## src/assert_macros.svh

```systemverilog
// Assertion helpers shared by the RTL
`ifndef ASSERT_MACROS_SVH
`define ASSERT_MACROS_SVH

`ifndef SYNTHESIS

// Same-cycle implication, checked at every rising edge outside reset
`define ASSERT_IMPLIES(label, clk, rst, cond, expr) \
   label: assert property (@(posedge clk) disable iff (rst) (cond) |-> (expr)) \
      else $error("same-cycle implication failed");

// Next-cycle implication, checked at every rising edge outside reset
`define ASSERT_NEXT(label, clk, rst, cond, expr) \
   label: assert property (@(posedge clk) disable iff (rst) (cond) |=> (expr)) \
      else $error("next-cycle implication failed");

`else

`define ASSERT_IMPLIES(label, clk, rst, cond, expr)
`define ASSERT_NEXT(label, clk, rst, cond, expr)

`endif

`endif

```

## src/bvss_pkg.sv

```systemverilog
package bvss_pkg;

   // Largest number of vias in one list
   localparam int MAX_VIAS = 256;

   // Number of selection criteria
   localparam int NUM_CRIT = 6;

   // Highest index a via can get
   localparam int IDX_LIMIT_INT = (MAX_VIAS - 1 > 255) ? 255 : MAX_VIAS - 1;
   localparam logic [7:0] IDX_LIMIT = 8'(IDX_LIMIT_INT);

   // Size metric codes
   localparam logic [1:0] SIZE_AREA   = 2'd0;
   localparam logic [1:0] SIZE_WIDTH  = 2'd1;
   localparam logic [1:0] SIZE_HEIGHT = 2'd2;

   // One single-cut via
   localparam logic [7:0] ONE_CUT = 8'd1;

   typedef struct packed {
      logic [3:0]  layer_index;
      logic        is_default;
      logic [7:0]  cut_count;
      logic [19:0] via_width;
      logic [19:0] via_height;
      logic        has_resistance;
      logic [15:0] resistance;
      logic        last_via;
   } req_type;

   typedef struct packed {
      logic [3:0] out_layer;
      logic [7:0] min_area_via;
      logic [7:0] min_width_via;
      logic [7:0] min_height_via;
      logic [7:0] minres_area_via;
      logic [7:0] minres_width_via;
      logic [7:0] minres_height_via;
   } rsp_type;

   // Stored best via of one criterion
   typedef struct packed {
      logic [7:0]  index;
      logic        is_default;
      logic [7:0]  cut_count;
      logic [19:0] via_width;
      logic [19:0] via_height;
      logic [39:0] area;
      logic        has_resistance;
      logic [15:0] resistance;
   } best_type;

endpackage

```

## src/best_via_six_way_selector.sv

```systemverilog
// Output: rsp_valid is registered; it rises once the last via of a list leaves the input stage.
// Throughput: one via per cycle; each via makes one compare-and-update pass
//    against the six registered best entries, with the area product registered
//    at the input stage. A last via waits only while an untaken result is held.
// Reset: synchronous, clears the stage valid flags, the result valid and the
//    via counter; best entries are reloaded by the first via of each list.
`include "assert_macros.svh"

module best_via_six_way_selector (
   input  logic             clock,
   input  logic             reset,
   input  logic             req_valid,
   output logic             req_ready,
   input  bvss_pkg::req_type req_data,
   output logic             rsp_valid,
   input  logic             rsp_ready,
   output bvss_pkg::rsp_type rsp_data
);

   // Input stage
   logic              s1_valid_ff, s1_valid_in;
   bvss_pkg::req_type s1_item_ff;
   logic [39:0]       s1_area_ff, s1_area_in;

   // Running state
   logic [7:0]        cnt_ff, cnt_in;
   bvss_pkg::best_type best_ff [bvss_pkg::NUM_CRIT];
   bvss_pkg::best_type best_in [bvss_pkg::NUM_CRIT];

   // Result register
   logic              rsp_valid_ff, rsp_valid_in;
   bvss_pkg::rsp_type rsp_data_ff, rsp_data_in;

   logic              out_free;
   logic              s1_adv;
   logic              req_take;
   bvss_pkg::best_type cand;

   // Compare one size metric: true when the stored best is strictly smaller
   function automatic logic size_less(input logic [1:0] metric,
                                      input bvss_pkg::best_type b,
                                      input bvss_pkg::best_type c);
      logic res;
      case (metric)
         bvss_pkg::SIZE_AREA:   res = b.area < c.area;
         bvss_pkg::SIZE_WIDTH:  res = b.via_width < c.via_width;
         bvss_pkg::SIZE_HEIGHT: res = b.via_height < c.via_height;
         default:               res = 1'b0;
      endcase
      return res;
   endfunction

   // True when the stored best is strictly better than the candidate
   function automatic logic best_wins(input logic [1:0] metric,
                                      input logic use_res,
                                      input bvss_pkg::best_type b,
                                      input bvss_pkg::best_type c);
      logic res;
      if (b.is_default && !c.is_default) begin
         res = 1'b1;
      end else if (!b.is_default && c.is_default) begin
         res = 1'b0;
      end else if (!use_res && b.cut_count == bvss_pkg::ONE_CUT &&
                   c.cut_count > bvss_pkg::ONE_CUT) begin
         res = 1'b1;
      end else if (!use_res && b.cut_count > bvss_pkg::ONE_CUT &&
                   c.cut_count == bvss_pkg::ONE_CUT) begin
         res = 1'b0;
      end else if (use_res && b.has_resistance && c.has_resistance &&
                   b.resistance != c.resistance) begin
         res = b.resistance < c.resistance;
      end else begin
         res = size_less(metric, b, c);
      end
      return res;
   endfunction

   // Handshake: a last via waits for a free result slot
   assign out_free  = !rsp_valid_ff || rsp_ready;
   assign s1_adv    = s1_valid_ff && (!s1_item_ff.last_via || out_free);
   assign req_ready = !s1_valid_ff || s1_adv;
   assign req_take  = req_valid && req_ready;

   // Area product for the incoming request
   assign s1_area_in = 40'(req_data.via_width) * 40'(req_data.via_height);

   // Advance the input stage
   always_comb begin
      s1_valid_in = s1_valid_ff;
      if (req_take) begin
         s1_valid_in = 1'b1;
      end else if (s1_adv) begin
         s1_valid_in = 1'b0;
      end
   end

   // Candidate entry built from the staged request
   always_comb begin
      cand.index          = cnt_ff;
      cand.is_default     = s1_item_ff.is_default;
      cand.cut_count      = s1_item_ff.cut_count;
      cand.via_width      = s1_item_ff.via_width;
      cand.via_height     = s1_item_ff.via_height;
      cand.area           = s1_area_ff;
      cand.has_resistance = s1_item_ff.has_resistance;
      cand.resistance     = s1_item_ff.resistance;
   end

   // Update all six best entries in parallel
   always_comb begin
      for (int k = 0; k < bvss_pkg::NUM_CRIT; k++) begin
         best_in[k] = best_ff[k];
         if (s1_adv && (cnt_ff == 8'd0 ||
             !best_wins(2'(k % 3), k >= 3, best_ff[k], cand))) begin
            best_in[k] = cand;
         end
      end
   end

   // Advance the via counter, saturate at the limit, drop to zero after a last via
   always_comb begin
      cnt_in = cnt_ff;
      if (s1_adv) begin
         if (s1_item_ff.last_via) begin
            cnt_in = 8'd0;
         end else if (cnt_ff < bvss_pkg::IDX_LIMIT) begin
            cnt_in = cnt_ff + 8'd1;
         end
      end
   end

   // Load the result on a last via, drop it once taken
   always_comb begin
      rsp_valid_in = rsp_valid_ff;
      rsp_data_in  = rsp_data_ff;
      if (s1_adv && s1_item_ff.last_via) begin
         rsp_valid_in                  = 1'b1;
         rsp_data_in.out_layer         = s1_item_ff.layer_index;
         rsp_data_in.min_area_via      = best_in[0].index;
         rsp_data_in.min_width_via     = best_in[1].index;
         rsp_data_in.min_height_via    = best_in[2].index;
         rsp_data_in.minres_area_via   = best_in[3].index;
         rsp_data_in.minres_width_via  = best_in[4].index;
         rsp_data_in.minres_height_via = best_in[5].index;
      end else if (rsp_ready) begin
         rsp_valid_in = 1'b0;
      end
   end

   // Control registers
   always_ff @(posedge clock) begin
      if (reset) begin
         s1_valid_ff  <= 1'b0;
         cnt_ff       <= 8'd0;
         rsp_valid_ff <= 1'b0;
      end else begin
         s1_valid_ff  <= s1_valid_in;
         cnt_ff       <= cnt_in;
         rsp_valid_ff <= rsp_valid_in;
      end
   end

   // Payload registers
   always_ff @(posedge clock) begin
      if (req_take) begin
         s1_item_ff <= req_data;
         s1_area_ff <= s1_area_in;
      end
      for (int k = 0; k < bvss_pkg::NUM_CRIT; k++) begin
         best_ff[k] <= best_in[k];
      end
      rsp_data_ff <= rsp_data_in;
   end

   assign rsp_valid = rsp_valid_ff;
   assign rsp_data  = rsp_data_ff;

   // Counter never passes the index limit
   `ASSERT_IMPLIES(a_cnt_limit, clock, reset, 1'b1, cnt_ff <= bvss_pkg::IDX_LIMIT)
   // A finished list raises the result and restarts the count
   `ASSERT_NEXT(a_last_result, clock, reset, s1_adv && s1_item_ff.last_via,
      rsp_valid_ff && cnt_ff == 8'd0)
   // A pending result is never overwritten by a stalled last via
   `ASSERT_IMPLIES(a_no_overrun, clock, reset, rsp_valid_ff && !rsp_ready,
      !(s1_adv && s1_item_ff.last_via))

endmodule
```

## config.mk

```make
export PLATFORM = sky130hd
export DESIGN_NAME = best_via_six_way_selector
export DESIGN_NICKNAME = d
export VERILOG_FILES = /design/src/bvss_pkg.sv /design/src/best_via_six_way_selector.sv
export VERILOG_INCLUDE_DIRS = /design/src /design/src/src
export SDC_FILE = /design/constraint.sdc
export NUM_CORES = 2
export LEC_CHECK = 0
export CELL_PAD_IN_SITES_DETAIL_PLACEMENT = 1
export CELL_PAD_IN_SITES_GLOBAL_PLACEMENT = 2
export CORE_MARGIN = 2
export CORE_UTILIZATION = 40
export CTS_CLUSTER_DIAMETER = 150
export CTS_CLUSTER_SIZE = 12
export DETAILED_ROUTE_END_ITERATION = 6
export DONT_BUFFER_PORTS = 1
export GPL_TIMING_DRIVEN = 0
export PLACE_DENSITY_LB_ADDON = 0.1
export SKIP_CTS_REPAIR_TIMING = 1
export SYNTH_ARGS = -nofsm -noshare
export SYNTH_HDL_FRONTEND = slang
export SYNTH_SLANG_ARGS = --single-unit
```

## constraint.sdc

```tcl
create_clock -name clock -period 9.1 [get_ports clock]
set_input_delay 0.91 -clock clock [delete_from_list [all_inputs] [get_ports clock]]
set_output_delay 0.91 -clock clock [all_outputs]
set_load 0.02 [all_outputs]
```

# Word level (Yosys, flattened, before mapping)

Memories as Yosys holds them, arrays and structs flattened.
Index checks and enable logic that the tools add are counted.

Bits in registers: 173
RAM bits: 684
Input port bits: 75
Output and inout bits: 54
Word-level logic and storage cells: 139
Memories kept: 1

Memories:

| memory  | depth | bits a word | rd ports | clocked after Yosys merged registers in | wr ports | RTL line                        | text |
|---|---|---|---|---|---|---|---|
| best_ff | 6     | 114         | 6        | 0                                       | 6        | best_via_six_way_selector.sv:27 | `bvss_pkg::best_type best_ff [bvss_pkg::NUM_CRIT];` |

Add/subtract/negate cells: 1
Multiply operators: 1
$lt $le $gt $ge: 14
Equal/unequal tests: 7
Mux-type cells: 33
Reductions and logical operators: 63

Operators by type and width:

| kind                  | count |
|---|---|
| $mux W114             | 6 |
| $lt A20 B20 Y1        | 4 |
| $lt A40 B40 Y1        | 2 |
| $lt A16 B16 Y1        | 3 |
| $ne A16 B16 Y1        | 3 |
| $mul A20 B20 Y40      | 1 |
| $logic_and A1 B1 Y1   | 33 |
| $eq A8 B1 Y1 const B  | 4 |
| $gt A8 B1 Y1 const B  | 4 |
| $mux W1               | 25 |
| $logic_not A1 Y1      | 16 |
| $mux W8               | 2 |
| $logic_or A1 B1 Y1    | 9 |
| $add A8 B1 Y8 const B | 1 |
| $logic_not A8 Y1      | 1 |
| $lt A8 B8 Y1 const B  | 1 |
| $reduce_bool A2 Y1    | 3 |
| $reduce_and A2 Y1     | 1 |

# Logic depth before layout (Yosys ltp)

Depth in word-level cells: 10
Gate-level depth with buffers: 27
Gate-level depth less buffers: 25

# Worst setup path after synthesis

Ideal clock, no wire load.

Kind: in2reg
From: input port req_data[29] (netlist name)
To: register s1_area_ff[38] (data pin)
Library setup time: 0.261 ns
Arrival time: 6.973 ns
Path slack: 1.866 ns
Stages: 23
Path through: clkbuf_1 nand2_1 fa_1 inv_1 fa_1 inv_1 fa_1 inv_1 fa_1 fa_1 fa_1 inv_1 fa_1 inv_1 ha_1 nand2_1 nor3b_1 nand2_1 a21o_1 a211o_1 and2_1 o2111a_1 a311o_1

Longest elaborated chain between the ends: 1

Ends and longest elaborated chain:

| what                     | RTL line                         | text |
|---|---|---|
| start, declared          | best_via_six_way_selector.sv:14  | `input bvss_pkg::req_type req_data,` |
| $mul A20 B20 Y40         | best_via_six_way_selector.sv:85  | `assign s1_area_in = 40'(req_data.via_width) * 40'(req_data.via_height);` |
| named net s1_area_in[38] | best_via_six_way_selector.sv:23  | `logic [39:0] s1_area_ff, s1_area_in;` |
| end signal, assigned     | best_via_six_way_selector.sv:167 | `s1_area_ff <= s1_area_in;` |
| end, declared            | best_via_six_way_selector.sv:23  |  |

The timed path passes the listed nets, and every way through them passes these cells.
A chain may end at the register's enable or synchronous reset.

# Final worst setup path

From: input port req_data[51] (netlist name)
To: register s1_area_ff[38] (data pin)

The elaborated chain is that of the path after synthesis.

==> impl_metrics.tcl <==
set metrics [dict create \
    startpoint "req_data[51]" \
    die_height_um 289 \
    cts_tree "built" \
    drt-pass1-iter-count 4 \
    status "finished clean" \
    synthTopCellsByArea "edfxtp_1 (37%), fa_1 (20%), ha_1 (14%)" \
    period_share 0.866 \
    r2r_end "best_ff[4][92]$_DFFE_PP_" \
    antenna_found_initial 7 \
    yosysTopAreaCell "edfxtp_1" \
    nets 3547 \
    wire_per_inst_um 22.4 \
    drt_iter0_drc 833 \
    synth_edf_count 404 \
    die_w_um 289 \
    syn-num-nets 3490 \
    async_flop_share 0 \
    hpwl_um 70100 \
    tightest_slew_ps 1270 \
    io-pin-count 129 \
    fin_tns_setup_ps 0 \
    arrival_ps 8210 \
    r2r-start "cand[15]$_DFFE_PP_" \
    io_buffers 0 \
    row_count 104 \
    vias_per_cell 5.12 \
    dieArea_um2 83600 \
    start_util 0.404 \
    crit_type "input port to flip-flop" \
    crit_path_end_kind "flip-flop" \
    rsz0062_at_grt "false" \
    cap_violations 0 \
    crit_end "s1_area_ff[38]$_DFFE_PP_" \
    yosysSeqAreaShare 0.409 \
    drtAntennaViolNets 0 \
    yosysWarnings 0 \
    worstPathRequired_ps 9430 \
    via_count 19902 \
    crit_fanout 10 \
    area_growth_pct 8.85 \
    hp-class "input port to flip-flop" \
    netlist_instances 2741 \
    core_area_um2 80500 \
    yosysUniqueCellTypes 65 \
    grt_pass1_vias 22603 \
    grt_first_pass_wirelength_um 135000 \
    cts-root-buf "clkbuf_16" \
    finalCriticalPeriod_ps 7880 \
    ctsHtreeMaxLevel 2 \
    gr-total-overflow 0 \
    numCtsBuffers 44 \
    relSlewSlack 0.145 \
    r2r_cells 12 \
    grtUsageTotal 0.216 \
    synth.avg_cell_area_um2 11.9 \
    setup_viol 0 \
    final-hold-violation-count 0 \
    synth_area_um2 32500 \
    drcViolationCount 0 \
    gp_congestion 0.823 \
    synth_top_area_share 0.373 \
    grt_max_degree 59 \
    synth_flop_cell "edfxtp_1" \
    ys_seq_elements 462 \
    wl_um 87000 \
    skew_ps 51.3 \
    drive_gt1_frac 0.0435 \
    clock_sinks 462 \
    worstSetupStartpointType "input port" \
    fmax_mhz 127 \
    r2r_slack_ps 4970 \
    clk_path_buf_depth 3 \
    cts.clk_slew.worst_paths_ps 60 \
    clk_latency_ps 600 \
    maxSlewViolCount 0 \
]
worst max-delay path: stages:
cell      delay [ps]
clkbuf_1         760
nand2_1          190
fa_1             540
fa_1             510
fa_1             520
inv_1             60
fa_1             550
fa_1             440
fa_1             620
inv_1             80
fa_1             580
inv_1             60
ha_1             370
nand2_1          150
nor3b_1          440
nand2_1          100
a21o_1           200
a211o_1          330
and2_1           210
o2111a_1         260
a311o_1          330
cells by family after synthesis:
logic type | Yosys count | synth area share
xor gates and xnor gates | 35 | 0.00942
muxes | 43 | 0.0148
adders and majority gates | 677 | 0.334
buffers and inverters | 563 | 0.0655
and+or+nand+nor | 650 | 0.103
AOI/OAI and AO/OA | 311 | 0.0642
DFF | 462 | 0.409
stage by stage:
step	instances	setup WS (ps)	instance area (um2)	hold slack, ps	utilization
CTS	3888	1190	35400	357	0.440
floorplan	2741	1870	32500	400	-
finish	3890	1220	35400	401	0.440
global placement	3801	-2070	33900	406	0.420
detailed placement	3812	576	34100	419	0.424
global route	3888	998	35400	366	0.440
final cells by class:
cell class	instances	area [um2]
Antenna cell	2	5.00
Buffer	95	373
Clock buffer	72	1210
Clock inverter	4	73.8
Fill cell	8497	45100
Inverter	468	1760
Multi-Input combinational cell	1716	17100
Sequential cell	462	13300
Tap cell	1060	1330
Timing Repair Buffer	11	240
worst min path at each step:
stage / startpoint / slack [ps] / cells after the start / endpoint
floorplan: s1_item_ff[67]$_DFFE_PP_ / 400 / 0 / rsp_data[48]$_DFFE_PP_
global placement: s1_item_ff[70]$_DFFE_PP_ / 410 / 0 / rsp_data[51]$_DFFE_PP_
CTS: req_data[5] / 360 / 0 / cand[4]$_DFFE_PP_
detailed placement: s1_item_ff[68]$_DFFE_PP_ / 420 / 0 / rsp_data[49]$_DFFE_PP_
global route: req_data[16] / 370 / 0 / cand[15]$_DFFE_PP_
finish: req_data[1] / 400 / 0 / cand[0]$_DFFE_PP_
synthesized netlist by cell type, drive strengths merged, types with 12 or more instances:
cell type / n
a21o: 88
o21a: 12
nor3: 19
clkbuf: 88
a21oi: 84
xor2: 13
edfxtp: 404
mux2: 42
fa: 320
xnor2: 22
nand2b: 22
inv: 468
o21ai: 48
ha: 354
nor2: 49
and2: 233
dfxtp: 58
nor2b: 12
nand4: 27
nand3: 34
nand2: 220
registers in the layout (all words and copies together), names as in the netlist:
signal	count
best_ff	289
cand	66
cnt_ff	8
rsp_data	52
rsp_valid	1
s1_area_ff	40
s1_item_ff	5
s1_valid_ff	1
routing by layer:
metal,global-route usage,vias to the layer above,share of wire
met5,0,-,0
met2,0.381,321,0.51
li1,-,9220,-
met1,0.273,10249,0.42
met3,0.0296,112,0.037
met4,0.0718,0,0.035
placed cells by master, fill, tap and decap left out, types with 5 or more instances in the layout:
cell	synthesis	routed
a22o_1	6	6
and4_1	6	6
nand2b_1	22	22
mux2_2	42	42
xnor2_1	22	22
ha_1	354	354
clkbuf_1	88	116
buf_12	0	5
nand3_1	34	34
clkbuf_16	0	44
o21bai_1	5	5
a221oi_1	6	6
a211oi_1	10	10
nand4_1	27	27
o21a_1	12	12
fa_1	320	320
o21ai_0	47	47
a21o_1	88	88
o211ai_1	11	11
dfxtp_1	58	58
nor2_1	47	47
nand2_1	220	219
a21oi_1	83	83
nor3_1	19	19
nor2b_1	12	12
and3_1	11	10
inv_1	468	465
and2_1	233	233
xor2_1	13	13
edfxtp_1	404	404
Power is left out: the tool's default activity adds up to more than one toggle a clock period on the data nets, which glitch-free logic cannot reach.
